==> src/rtl/cocs_pkg.sv <==
// cocs_pkg: shared types and constants for the convergent order candidate search
// depends on nothing; used by every rtl file through scoped names
package cocs_pkg;

  localparam int unsigned VALUE_WIDTH = 32;

  localparam logic REG_BASE = 1'b0;
  localparam logic REG_MODULUS = 1'b1;

  typedef struct packed {
    logic [VALUE_WIDTH-1:0] frac_numerator;
    logic [VALUE_WIDTH-1:0] frac_denominator;
  } in_item_t;

  typedef struct packed {
    logic [VALUE_WIDTH-1:0] order_candidate;
    logic                   candidate_found;
  } out_item_t;

  typedef enum logic [4:0] {
    ST_IDLE,
    ST_GCD_CHK,
    ST_GCD_DIV,
    ST_RED_N,
    ST_RED_D,
    ST_CF_CHK,
    ST_CF_DIV,
    ST_CF_MUL,
    ST_CF_MUL2,
    ST_CF_TEST,
    ST_EXP_INIT,
    ST_EXP_RED,
    ST_EXP_STEP,
    ST_EXP_MUL,
    ST_EXP_MRED,
    ST_EXP_SQR,
    ST_EXP_SRED,
    ST_EXP_CHK,
    ST_DONE
  } state_t;

  // controller -> datapath
  typedef struct packed {
    logic load;          // capture input item
    logic gcd_div_start; // gcd remainder a % b
    logic gcd_shift;     // a <= b, b <= r
    logic red_n_start;   // n / g
    logic red_n_take;
    logic red_d_start;   // d / g
    logic red_d_take;
    logic cf_div_start;  // num / den
    logic cf_mul1;       // quotient products, registered
    logic cf_mul2;       // recurrence update and cross products
    logic exp_init;      // acc, exponent, base reduce start
    logic exp_red_take;
    logic exp_mul_start; // acc * b mod m
    logic exp_mul_take;
    logic exp_sqr_start; // b * b mod m
    logic exp_sqr_take;
    logic exp_shift;
    logic found_set;
    logic done;
  } ctrl_t;

  // datapath -> controller
  typedef struct packed {
    logic div_busy;
    logic d_zero;
    logic gcd_b_zero;
    logic den_zero;
    logic test_ok;       // distance, parity and modulus tests
    logic exp_zero;
    logic exp_lsb;
    logic acc_one;
  } stat_t;

endpackage

==> src/rtl/cocs_controller.sv <==
// cocs_controller: sequencer for gcd, continued fraction and power test
// depends on cocs_pkg
module cocs_controller (
  input  logic            clk,
  input  logic            rst,
  input  logic            start,
  input  cocs_pkg::stat_t stat,
  output logic            busy,
  output cocs_pkg::ctrl_t ctrl
);

  cocs_pkg::state_t state, state_next;

  always_ff @(posedge clk) begin
    if (rst) begin
      state <= cocs_pkg::ST_IDLE;
    end else begin
      state <= state_next;
    end
  end

  // next state
  always_comb begin
    state_next = state;
    case (state)
      cocs_pkg::ST_IDLE: if (start) state_next = cocs_pkg::ST_GCD_CHK;
      cocs_pkg::ST_GCD_CHK: begin
        if (stat.d_zero) state_next = cocs_pkg::ST_DONE;
        else if (stat.gcd_b_zero) state_next = cocs_pkg::ST_RED_N;
        else state_next = cocs_pkg::ST_GCD_DIV;
      end
      cocs_pkg::ST_GCD_DIV: if (!stat.div_busy) state_next = cocs_pkg::ST_GCD_CHK;
      cocs_pkg::ST_RED_N: if (!stat.div_busy) state_next = cocs_pkg::ST_RED_D;
      cocs_pkg::ST_RED_D: if (!stat.div_busy) state_next = cocs_pkg::ST_CF_CHK;
      cocs_pkg::ST_CF_CHK: begin
        if (stat.den_zero) state_next = cocs_pkg::ST_DONE;
        else state_next = cocs_pkg::ST_CF_DIV;
      end
      cocs_pkg::ST_CF_DIV: if (!stat.div_busy) state_next = cocs_pkg::ST_CF_MUL;
      cocs_pkg::ST_CF_MUL: state_next = cocs_pkg::ST_CF_MUL2;
      cocs_pkg::ST_CF_MUL2: state_next = cocs_pkg::ST_CF_TEST;
      cocs_pkg::ST_CF_TEST: begin
        if (stat.test_ok) state_next = cocs_pkg::ST_EXP_INIT;
        else state_next = cocs_pkg::ST_CF_CHK;
      end
      cocs_pkg::ST_EXP_INIT: state_next = cocs_pkg::ST_EXP_RED;
      cocs_pkg::ST_EXP_RED: if (!stat.div_busy) state_next = cocs_pkg::ST_EXP_STEP;
      cocs_pkg::ST_EXP_STEP: begin
        if (stat.exp_zero) state_next = cocs_pkg::ST_EXP_CHK;
        else if (stat.exp_lsb) state_next = cocs_pkg::ST_EXP_MUL;
        else state_next = cocs_pkg::ST_EXP_SQR;
      end
      cocs_pkg::ST_EXP_MUL: state_next = cocs_pkg::ST_EXP_MRED;
      cocs_pkg::ST_EXP_MRED: if (!stat.div_busy) state_next = cocs_pkg::ST_EXP_SQR;
      cocs_pkg::ST_EXP_SQR: state_next = cocs_pkg::ST_EXP_SRED;
      cocs_pkg::ST_EXP_SRED: if (!stat.div_busy) state_next = cocs_pkg::ST_EXP_STEP;
      cocs_pkg::ST_EXP_CHK: begin
        if (stat.acc_one) state_next = cocs_pkg::ST_DONE;
        else state_next = cocs_pkg::ST_CF_CHK;
      end
      cocs_pkg::ST_DONE: state_next = cocs_pkg::ST_IDLE;
      default: state_next = cocs_pkg::ST_IDLE;
    endcase
  end

  // command outputs
  always_comb begin
    ctrl = '0;
    case (state)
      cocs_pkg::ST_IDLE: ctrl.load = start;
      cocs_pkg::ST_GCD_CHK: begin
        ctrl.gcd_div_start = !stat.d_zero && !stat.gcd_b_zero;
        ctrl.red_n_start = !stat.d_zero && stat.gcd_b_zero;
      end
      cocs_pkg::ST_GCD_DIV: ctrl.gcd_shift = !stat.div_busy;
      cocs_pkg::ST_RED_N: begin
        ctrl.red_n_take = !stat.div_busy;
        ctrl.red_d_start = !stat.div_busy;
      end
      cocs_pkg::ST_RED_D: ctrl.red_d_take = !stat.div_busy;
      cocs_pkg::ST_CF_CHK: ctrl.cf_div_start = !stat.den_zero;
      cocs_pkg::ST_CF_DIV: ctrl.cf_mul1 = !stat.div_busy;
      cocs_pkg::ST_CF_MUL: ctrl.cf_mul2 = 1'b1;
      cocs_pkg::ST_EXP_INIT: ctrl.exp_init = 1'b1;
      cocs_pkg::ST_EXP_RED: ctrl.exp_red_take = !stat.div_busy;
      cocs_pkg::ST_EXP_MUL: ctrl.exp_mul_start = 1'b1;
      cocs_pkg::ST_EXP_MRED: ctrl.exp_mul_take = !stat.div_busy;
      cocs_pkg::ST_EXP_SQR: ctrl.exp_sqr_start = 1'b1;
      cocs_pkg::ST_EXP_SRED: begin
        ctrl.exp_sqr_take = !stat.div_busy;
        ctrl.exp_shift = !stat.div_busy;
      end
      cocs_pkg::ST_EXP_CHK: ctrl.found_set = stat.acc_one;
      cocs_pkg::ST_DONE: ctrl.done = 1'b1;
      default: ctrl = '0;
    endcase
  end

  assign busy = (state != cocs_pkg::ST_IDLE);

endmodule

==> config.mk <==
export PLATFORM = sky130hd
export DESIGN_NAME = cocs_controller
export DESIGN_NICKNAME = d
export VERILOG_FILES = /design/src/rtl/cocs_pkg.sv /design/src/rtl/cocs_controller.sv
export SDC_FILE = /design/constraint.sdc
export NUM_CORES = 1
export LEC_CHECK = 0
export ABC_AREA = 1
export BUFFER_PORTS_ARGS = -buffer_cell sky130_fd_sc_hd__buf_2
export CORE_AREA = 4 4 43 45
export CTS_BUF_LIST = sky130_fd_sc_hd__clkbuf_4 sky130_fd_sc_hd__clkbuf_8
export DETAILED_ROUTE_END_ITERATION = 8
export DIE_AREA = 0 0 47 49
export PLACE_DENSITY_LB_ADDON = 0.25
export SLEW_MARGIN = 20
export SYNTH_ARGS = -nofsm -noshare
export SYNTH_HDL_FRONTEND = slang
export SYNTH_SLANG_ARGS = --single-unit
==> constraint.sdc <==
create_clock -name clk -period 4.05 [get_ports clk]
set_clock_uncertainty 0.05 [all_clocks]
set_input_delay 0.81 -clock clk [delete_from_list [all_inputs] [get_ports clk]]
set_output_delay 0.81 -clock clk [all_outputs]
set_load 0.01 [all_outputs]
# After elaboration in Yosys (flattened, before gate mapping)
# Cells that the tools add are included.
# classes
add_sub_neg	0
n_mul	0
div_mod_pow	0
n_lt_le_gt_ge	0
eq_ne	25
shift	0
n_mux	32
n_bitwise	0
n_reduce_logical	10
# ops
op	n
case mux 5 bit (17 select lines)	1
two-way mux 5 bit	11
== test 5 x 4 -> 1 bit, second input constant	8
== test 5 x 3 -> 1 bit, second input constant	4
two-way mux 1 bit	16
== test 5 bit, second input constant	3
inequality test 2 bit, second input constant	7
== test 5 x 2 -> 1 bit, second input constant	2
AND reduction 7 bit	1
two-way mux 2 bit	3
== test 5 x 1 -> 1 bit, second input constant	1
zero test 5 bit	1
nonzero test 5 bit	1
zero test 1 bit	4
two-way mux 4 bit	1
logical AND 1 bit	2
OR reduction 2 bit	1
# word_totals
regBits	5
latchBits	0
ramBits	0
mem_bits_ro	0
inputBits	11
out_inout_bits	20
elab_cells	68
mem_count	0

# Depth between registers and ports, before layout
# Gate-level depths: netlist of run 1.
# depth
ltp_word	4
depth_mapped	11
ltp_nobuf	10

# Worst setup path after synthesis of run 1
# Ideal clock, no wire load.
# synth_path
kind	in2out
from	input port stat[7] (netlist name)
to	output port ctrl[16] (netlist name)
arrival_ns	1.389
required_ns	3.190
path_slack_ns	1.801
stages	2
path_buffers	1
cell_sequence	clkbuf_8 > nor4_1
# synth_lines
item	line_no	source
from (decl)	cocs_controller.sv:7	input cocs_pkg::stat_t stat,
to (decl)	cocs_controller.sv:9	output cocs_pkg::ctrl_t ctrl

==> summary.md, run 1 <==
The run finished with clean final reports. From synthesis to final layout, the design area changed by 19.6%. For this design, the slowest cell found on the critical path is nor2_1. For the number of global-route vias before repair, the log shows 749.

For the worst hold slack, the log shows 0.468 ns. The logs give 0.000398 V for the peak supply drop and 1600 µm for the estimated wirelength of the detail-placed design. Via density per instance: 4.90. The horizontal extent of the die is 47 µm. Highest net fanout along the worst path: 11.

The logs give 0 for the number of nets with antenna violations after routing and 0 for the initial antenna violation count. The run gives 0.449 as the worst slew slack as a fraction of its limit. At the worst endpoint, the arrival time is 1.74 ns. The number of H-tree levels came out at 1.

STA classifies the critical path endpoint as an output port. Measured in cells, the most critical reg-to-reg path has a length of 9. Power per unit of standard cell area: 578 nW/µm². The number of flops mapped to enable cells by yosys is 0. For this run, the top clock speed supported by timing is 385 MHz.

The run gives 5 as the TritonCTS sink count. The share of Yosys cell area claimed by the top area cell type came out at 0.184. Setup violations remaining at the end of the flow were counted as 0. The async set-reset flop share out of synthesis is 0. The initialized floorplan defines 14 standard-cell rows. Summed over all layers, the global routing overflow is 0. Setup repair after global routing left no endpoint under its margin. The number of different library cells used by synthesis comes to 22.

In the final routed layout, each cell accounts on average for 10.7 µm. Flip-flop cell with the highest count after synthesis: dfxtp_1. The capturing point of the worst reg2reg path is state[1].

The logs give 177 for the net total in the final layout and 1.74 ns for the worst-case setup slack after placement. Synthesis inferred 5 register bits. Count of buffers added by post-CTS timing repair for setup: 0.

The most critical setup path has its startpoint at state[3]. Clock latency on the worst-skew pair, taken at its later pin, is 0.23 ns. Counting along the longest clock path gives a buffer depth of 2. For this block, the via count after detailed routing is 886. TritonCTS built the clock tree. The placeable core region came out at 1470 µm². The run gives 0 as the count of hold-fix buffers inserted at cts. Sorting the synthesized cells by how often they occur yields nand2_1 (37), inv_1 (22), nor2_1 (21), nand3_1 (12).

The share of the cycle needed by the critical path after routing was 0.641; the net count after synthesis was 148. The logs give 0.177 for the all-layer global routing usage and 0 for the number of cells upsized or downsized after cts. The worst register-to-register path has a setup slack of 2.21 ns. The initial detailed-routing violation count is 43. In the final layout, the registers with the most flip-flops are state: 5 flops. For this design the top-level I/O count stands at 31. The end of the critical path is ctrl[1].

The sort of element at the start of the critical path is a register. The die is 49 µm tall. The register with the most flip-flops in the final layout is state. For this run, the slowest stage of the critical path takes 0.65 ns. The tools report the launch point of the worst reg-to-reg path as state[3]. For the number of slew-limit violations in the final report, the log shows 0.

The critical path is of the reg2out type. The number of endpoints with negative hold slack in the final report is 0, and the count of port buffers added during placement is 30. TritonCTS buffer count: 3. For the total leakage power, the log shows 0.000588 µW. The largest total area in the synthesized netlist belongs to nand2_1. The register area share after synthesis came out at 0.133.

Total of warnings raised by yosys: 0. Setup slack closes at 1.45 ns. Across the run, the number of max-cap violations was 0. The register with the most flip-flops in the layout has 5 of them. The share of post-route cells with drive strength above 1 works out to 0.309.

In the routed design, unresolved DRC markers number 0. For the gate count of the mapped netlist, the log shows 137. For the critical path data required time, the log shows 3.19 ns.

The type of the most critical hold path is reg2reg. The first global-routing pass estimated 3090 µm of wire. The floorplan step defined a die boundary enclosing 2300 µm². The final cell utilization of the core came out at 0.612. By area the synthesized netlist is led by nand2_1 (18%), dfxtp_1 (13%), inv_1 (11%), nor2_1 (10%), nand3_1 (8.0%). The tree is rooted in a clkbuf_4. At the pin with the least slew margin, the transition time is 0.824 ns. The tools report the final wirelength as 1940 µm. Before antenna repair, the detailed router went through 4 iterations.

For the pin count of the biggest net entering global routing, the log shows 14. Counting the fill cells in the layout gives 166. The initial core utilization is 0.512. The clock-pin slew on the worst setup and hold paths was 0.04 ns.

Counting I/O delays and the setup requirement, the final critical path takes 2.60 ns. The number of cells on the worst hold path works out to 2. The synthesized netlist occupies a cell area of 753 µm². The weighted congestion reported at the end of routability-driven placement is 0.917. The signal on the critical path passes through nor2_1, nand4_1, inv_1, buf_2. The tools report the final antenna diode count as 0. Yosys instantiated no cell more often than nand2_1. The synthesized area divided by synthesized cell count was 5.50 µm²; the setup TNS after final layout was 0 ns.
-- power by group --
| part | switching, µW | internal, µW |
|---|---|---|
| Combinational | 229 | 120 |
| Sequential | 43.1 | 67.3 |
| Clock | 17.4 | 43.7 |
| Total | 289 | 231 |
-- how the worst min path moves through the flow --
stage,start,end
after detailed placement,state[2],state[2]
after floorplan,state[2],state[2]
final,state[2],state[2]
after CTS,state[2],state[2]
after global routing,state[2],state[2]
after global placement,state[2],state[2]
-- cells in the final DEF, fill, tap and decap left out --
cell and count:
o21ai_0 1, nor2_2 3, buf_2 30, nor2_1 21
inv_1 22, nand2_1 37, nand4_1 6, nor4_1 1
nor2_4 4, clkinv_2 1, nand3b_1 1, nand3_2 1
nand2_2 6, nor3_1 3, nand2_4 1, a21oi_1 5
nor3_4 1, dfxtp_1 5, nand3_1 12, clkbuf_4 4
-- cells by family after synthesis --
kind of cell	share of synthesized area
flip-flops	0.133
AO/OA/AOI/OAI	0.0399
buffers and inverters	0.186
AND/OR/NAND/NOR	0.641
-- critical path, delay by kind of cell (launching register included) --
kind | cells | cell delay [ns]
simple gates | 2 | 0.93
buf+inv | 2 | 0.23
flops | 1 | 0.34
-- layout make-up --
cell class / count / area (µm²) / share of cell area
repair buffers: 30 / 150 / 0.167
well taps: 16 / 20.0 / 0.0222
inverters: 23 / 87.6 / 0.0972
multi-input cells: 103 / 513 / 0.569
flip-flops and latches: 5 / 100 / 0.111
clock buffers: 4 / 30.0 / 0.0333
-- routing by layer --
layer  routed length, µm  GRT usage  vias to the layer above
met1                 817      0.215                      378
met2                 997      0.303                       25
met3                 113     0.0148                        2
met4                   8     0.0737                        0
met5                   0          0                        -
li1                    -          -                      481
-- per-stage QoR --
stage               cells  instance area [µm²]  total power (µW)
floorplan             137                  753               387
global placement      177                  871               453
detailed placement    177                  871               459
CTS                   181                  901               524
global route          181                  901               578
finish                181                  901               521
(Power assumes the default switching activity.)
==> run 2: changes to the inputs <==
--- a/config.mk
+++ b/config.mk
@@ -7,10 +7,10 @@
 export LEC_CHECK = 0
 export ABC_AREA = 1
 export BUFFER_PORTS_ARGS = -buffer_cell sky130_fd_sc_hd__buf_2
-export CORE_AREA = 4 4 43 45
+export CORE_AREA = 4 4 45 47
 export CTS_BUF_LIST = sky130_fd_sc_hd__clkbuf_4 sky130_fd_sc_hd__clkbuf_8
 export DETAILED_ROUTE_END_ITERATION = 8
-export DIE_AREA = 0 0 47 49
+export DIE_AREA = 0 0 49 51
 export PLACE_DENSITY_LB_ADDON = 0.25
 export SLEW_MARGIN = 20
 export SYNTH_ARGS = -nofsm -noshare
==> constraint.sdc (replaced) <==
create_clock -name clk -period 2.5 [get_ports clk]
set_clock_uncertainty 0.05 [all_clocks]
set_input_delay 0.5 -clock clk [delete_from_list [all_inputs] [get_ports clk]]
set_output_delay 0.5 -clock clk [all_outputs]
set_load 0.01 [all_outputs]
==> run 2 against run 1 <==
  * Register-to-register slack worse by 1.3 ns
  * Non-clock buffer count up 1
  * Clock power up 63%
  * Critical path type unchanged
  * Largest power group unchanged
==> summary.md, run 2 (synthesis results as in run 1) <==
The run finished with clean final reports. The fmax was 505 MHz; the via density per instance was 4.90 (+0.14%). Power per unit of standard cell area: 944 nW/µm² (+63%).

The number of max-cap violations is 0 (unchanged), and the share of post-route cells with drive strength above 1 is 0.313 (+0.00416). The final setup violation count was 0 (unchanged). The number of cells on the worst hold path was 2 (unchanged); the all-layer global routing usage was 0.165 (-0.0127). The count of placed standard cells including taps was 179 (+1.1%); the net total in the final layout was 178 (+0.56%). The initial detailed-routing violation count was 16 (-63%). Category of the critical setup timing path: reg2out.

In this run the most critical hold path is launched from rst. Placeable core region: 1650 µm² (+12%). The tools report the peak supply drop as 0.000636 V (+60%).

The area growth from synthesis to layout came out at 20.8%. The initial antenna violation count was 0 (unchanged); the number of H-tree levels was 1 (unchanged). The count of hold-fix buffers inserted at cts is 0 (unchanged).

The tools report the DRC violation count after routing as 0 (unchanged). The met1 global-route usage came out at 0.200 (-0.0157). The number of endpoints with negative hold slack in the final report is 0 (unchanged), and the number of slew-limit violations in the final report is 0 (unchanged). The number of cell instances on the worst register-to-register path was 8 (-1); the latest clock arrival within the worst-skew pair was 0.23 ns (about the same). The data arrival time of the critical path is 1.43 ns (-0.31 ns). The horizontal extent of the die is 49 µm (+4.3%). TritonCTS built the clock tree. The met3 demand-to-capacity share in global routing came out at 0.0262 (+0.0115). The final wirelength came out at 1930 µm (-0.41%). The tools report the hold-critical path endpoint as state[3]. Transition at the pin with the smallest max-transition slack: 0.556 ns (-0.267 ns). STA classifies the critical path endpoint as an output port.

The tree is rooted in a clkbuf_4. For the initial core utilization, the log shows 0.456 (-0.0558). Setup repair after global routing left no endpoint under its margin. The count of buffers added by post-CTS timing repair for setup was 0 (unchanged); the row count was 15 (+1).

The sort of element at the start of the critical path was a register. Setup TNS after final layout: 0 ns (unchanged). Leaving out fill and tap cells, the most frequent cells in the layout are nand2_1 (37), buf_2 (30), inv_1 (22). The pin count of the biggest net entering global routing was 14 (unchanged); the final antenna diode count was 0 (unchanged).

Estimated wirelength of the detail-placed design: 1630 µm (+1.8%). The tools report the capturing point of the worst reg2reg path as state[1]. For the register-to-register setup slack, the log shows 0.89 ns (-1.32 ns).

The worst slew slack as a fraction of its limit came out at 0.629 (+0.180). For the total leakage power, the log shows 0.000593 µW (+0.72%). The logs give 0.287 (-0.0162) for the met2 layer usage reported by global route and 4 (unchanged) for the length of the first detailed-routing pass in iterations. The highest net fanout along the worst path is 11 (unchanged), and the shortest period the worst path allows is 1.98 ns. The weighted congestion reported at the end of routability-driven placement is 0.895 (-2.4%), and the TritonCTS sink count is 5 (unchanged). For the number of nets with antenna violations after routing, the log shows 0 (unchanged). The number of cells upsized or downsized after cts is 0 (unchanged).

The flip-flop count of the largest register after layout works out to 5 (unchanged). For the wire length of the first global-routing pass, the log shows 3310 µm (+6.9%). The number of top-level pins came out at 31 (unchanged). For the number of global-route vias before repair, the log shows 797 (+6.4%). The tools report the post-layout instance count excluding filler cells as 183 (+1.1%). Type of the most critical hold path: in2reg.

For the overall die area, the log shows 2500 µm² (+8.5%). Average wire per cell in the routed design: 10.5 µm (-1.5%). Ranked by flip-flop count, first place goes to state. The buffer levels on the longest clock path was 2 (unchanged).

The share of the cycle needed by the critical path after routing works out to 0.792. The vias after detailed routing was 897 (+1.2%). The commonest non-fill, non-tap cell in the layout is nand2_1. The die height was 51 µm (+4.1%).

met2 is the most crowded layer. The logs give 3 (unchanged) for the TritonCTS buffer count and 1.95 ns (-1.24 ns) for the critical path data required time. In this run the critical register-to-register path is launched from state[4].

The largest registers in the layout are state: 5 flops. The clock-pin slew on the worst setup and hold paths was 0.04 ns (about the same). The remaining global-route overflow is 0 (unchanged), and the count of port buffers added during placement is 30 (unchanged).
## run 2: layer usage
metal	vias up	wire length, µm
li1	484	-
met1	394	854
met2	19	997
met3	0	76
met4	0	0
met5	-	0
## run 2: worst max-delay path by stage
stage	to	start	slack, ns
after floorplan	ctrl[14]	state[3]	0.83
after global placement	ctrl[17]	state[0]	0.78
after detailed placement	ctrl[16]	stat[7]	0.76
after CTS	ctrl[0]	state[4]	0.51
after global routing	ctrl[0]	state[4]	0.37
final	ctrl[0]	state[4]	0.52
## run 2: per-stage QoR
stage / total power (µW) / setup WS [ns] / area (µm²) / hold slack (ns) / util
2_1_floorplan: 627 / 0.829 / 753 / 0.426 / -
3_3_place_gp: 752 / 0.776 / 880 / 0.460 / 0.533
6_report: 859 / 0.521 / 910 / 0.428 / 0.551
4_1_cts: 867 / 0.505 / 910 / 0.424 / 0.551
5_1_grt: 957 / 0.374 / 910 / 0.423 / 0.551
3_5_place_dp: 762 / 0.765 / 880 / 0.468 / 0.533
## run 2: layout make-up
cell class | instances | area, µm²
Clock buffer | 4 | 30.0
Fill cell | 203 | 742
Inverter | 23 | 87.6
Multi-Input combinational cell | 103 | 513
Sequential cell | 5 | 100
Tap cell | 17 | 21.3
Timing Repair Buffer | 31 | 158
## run 2: critical path: stages, from the launching register on
cell	delay (ns)
dfxtp_1	0.66
inv_1	0.15
nor3_1	0.22
buf_2	0.16
## run 2: where the power goes
group	internal, µW	switching (µW)
logic	207	376
registers	109	66.8
clock network	70.9	29.0
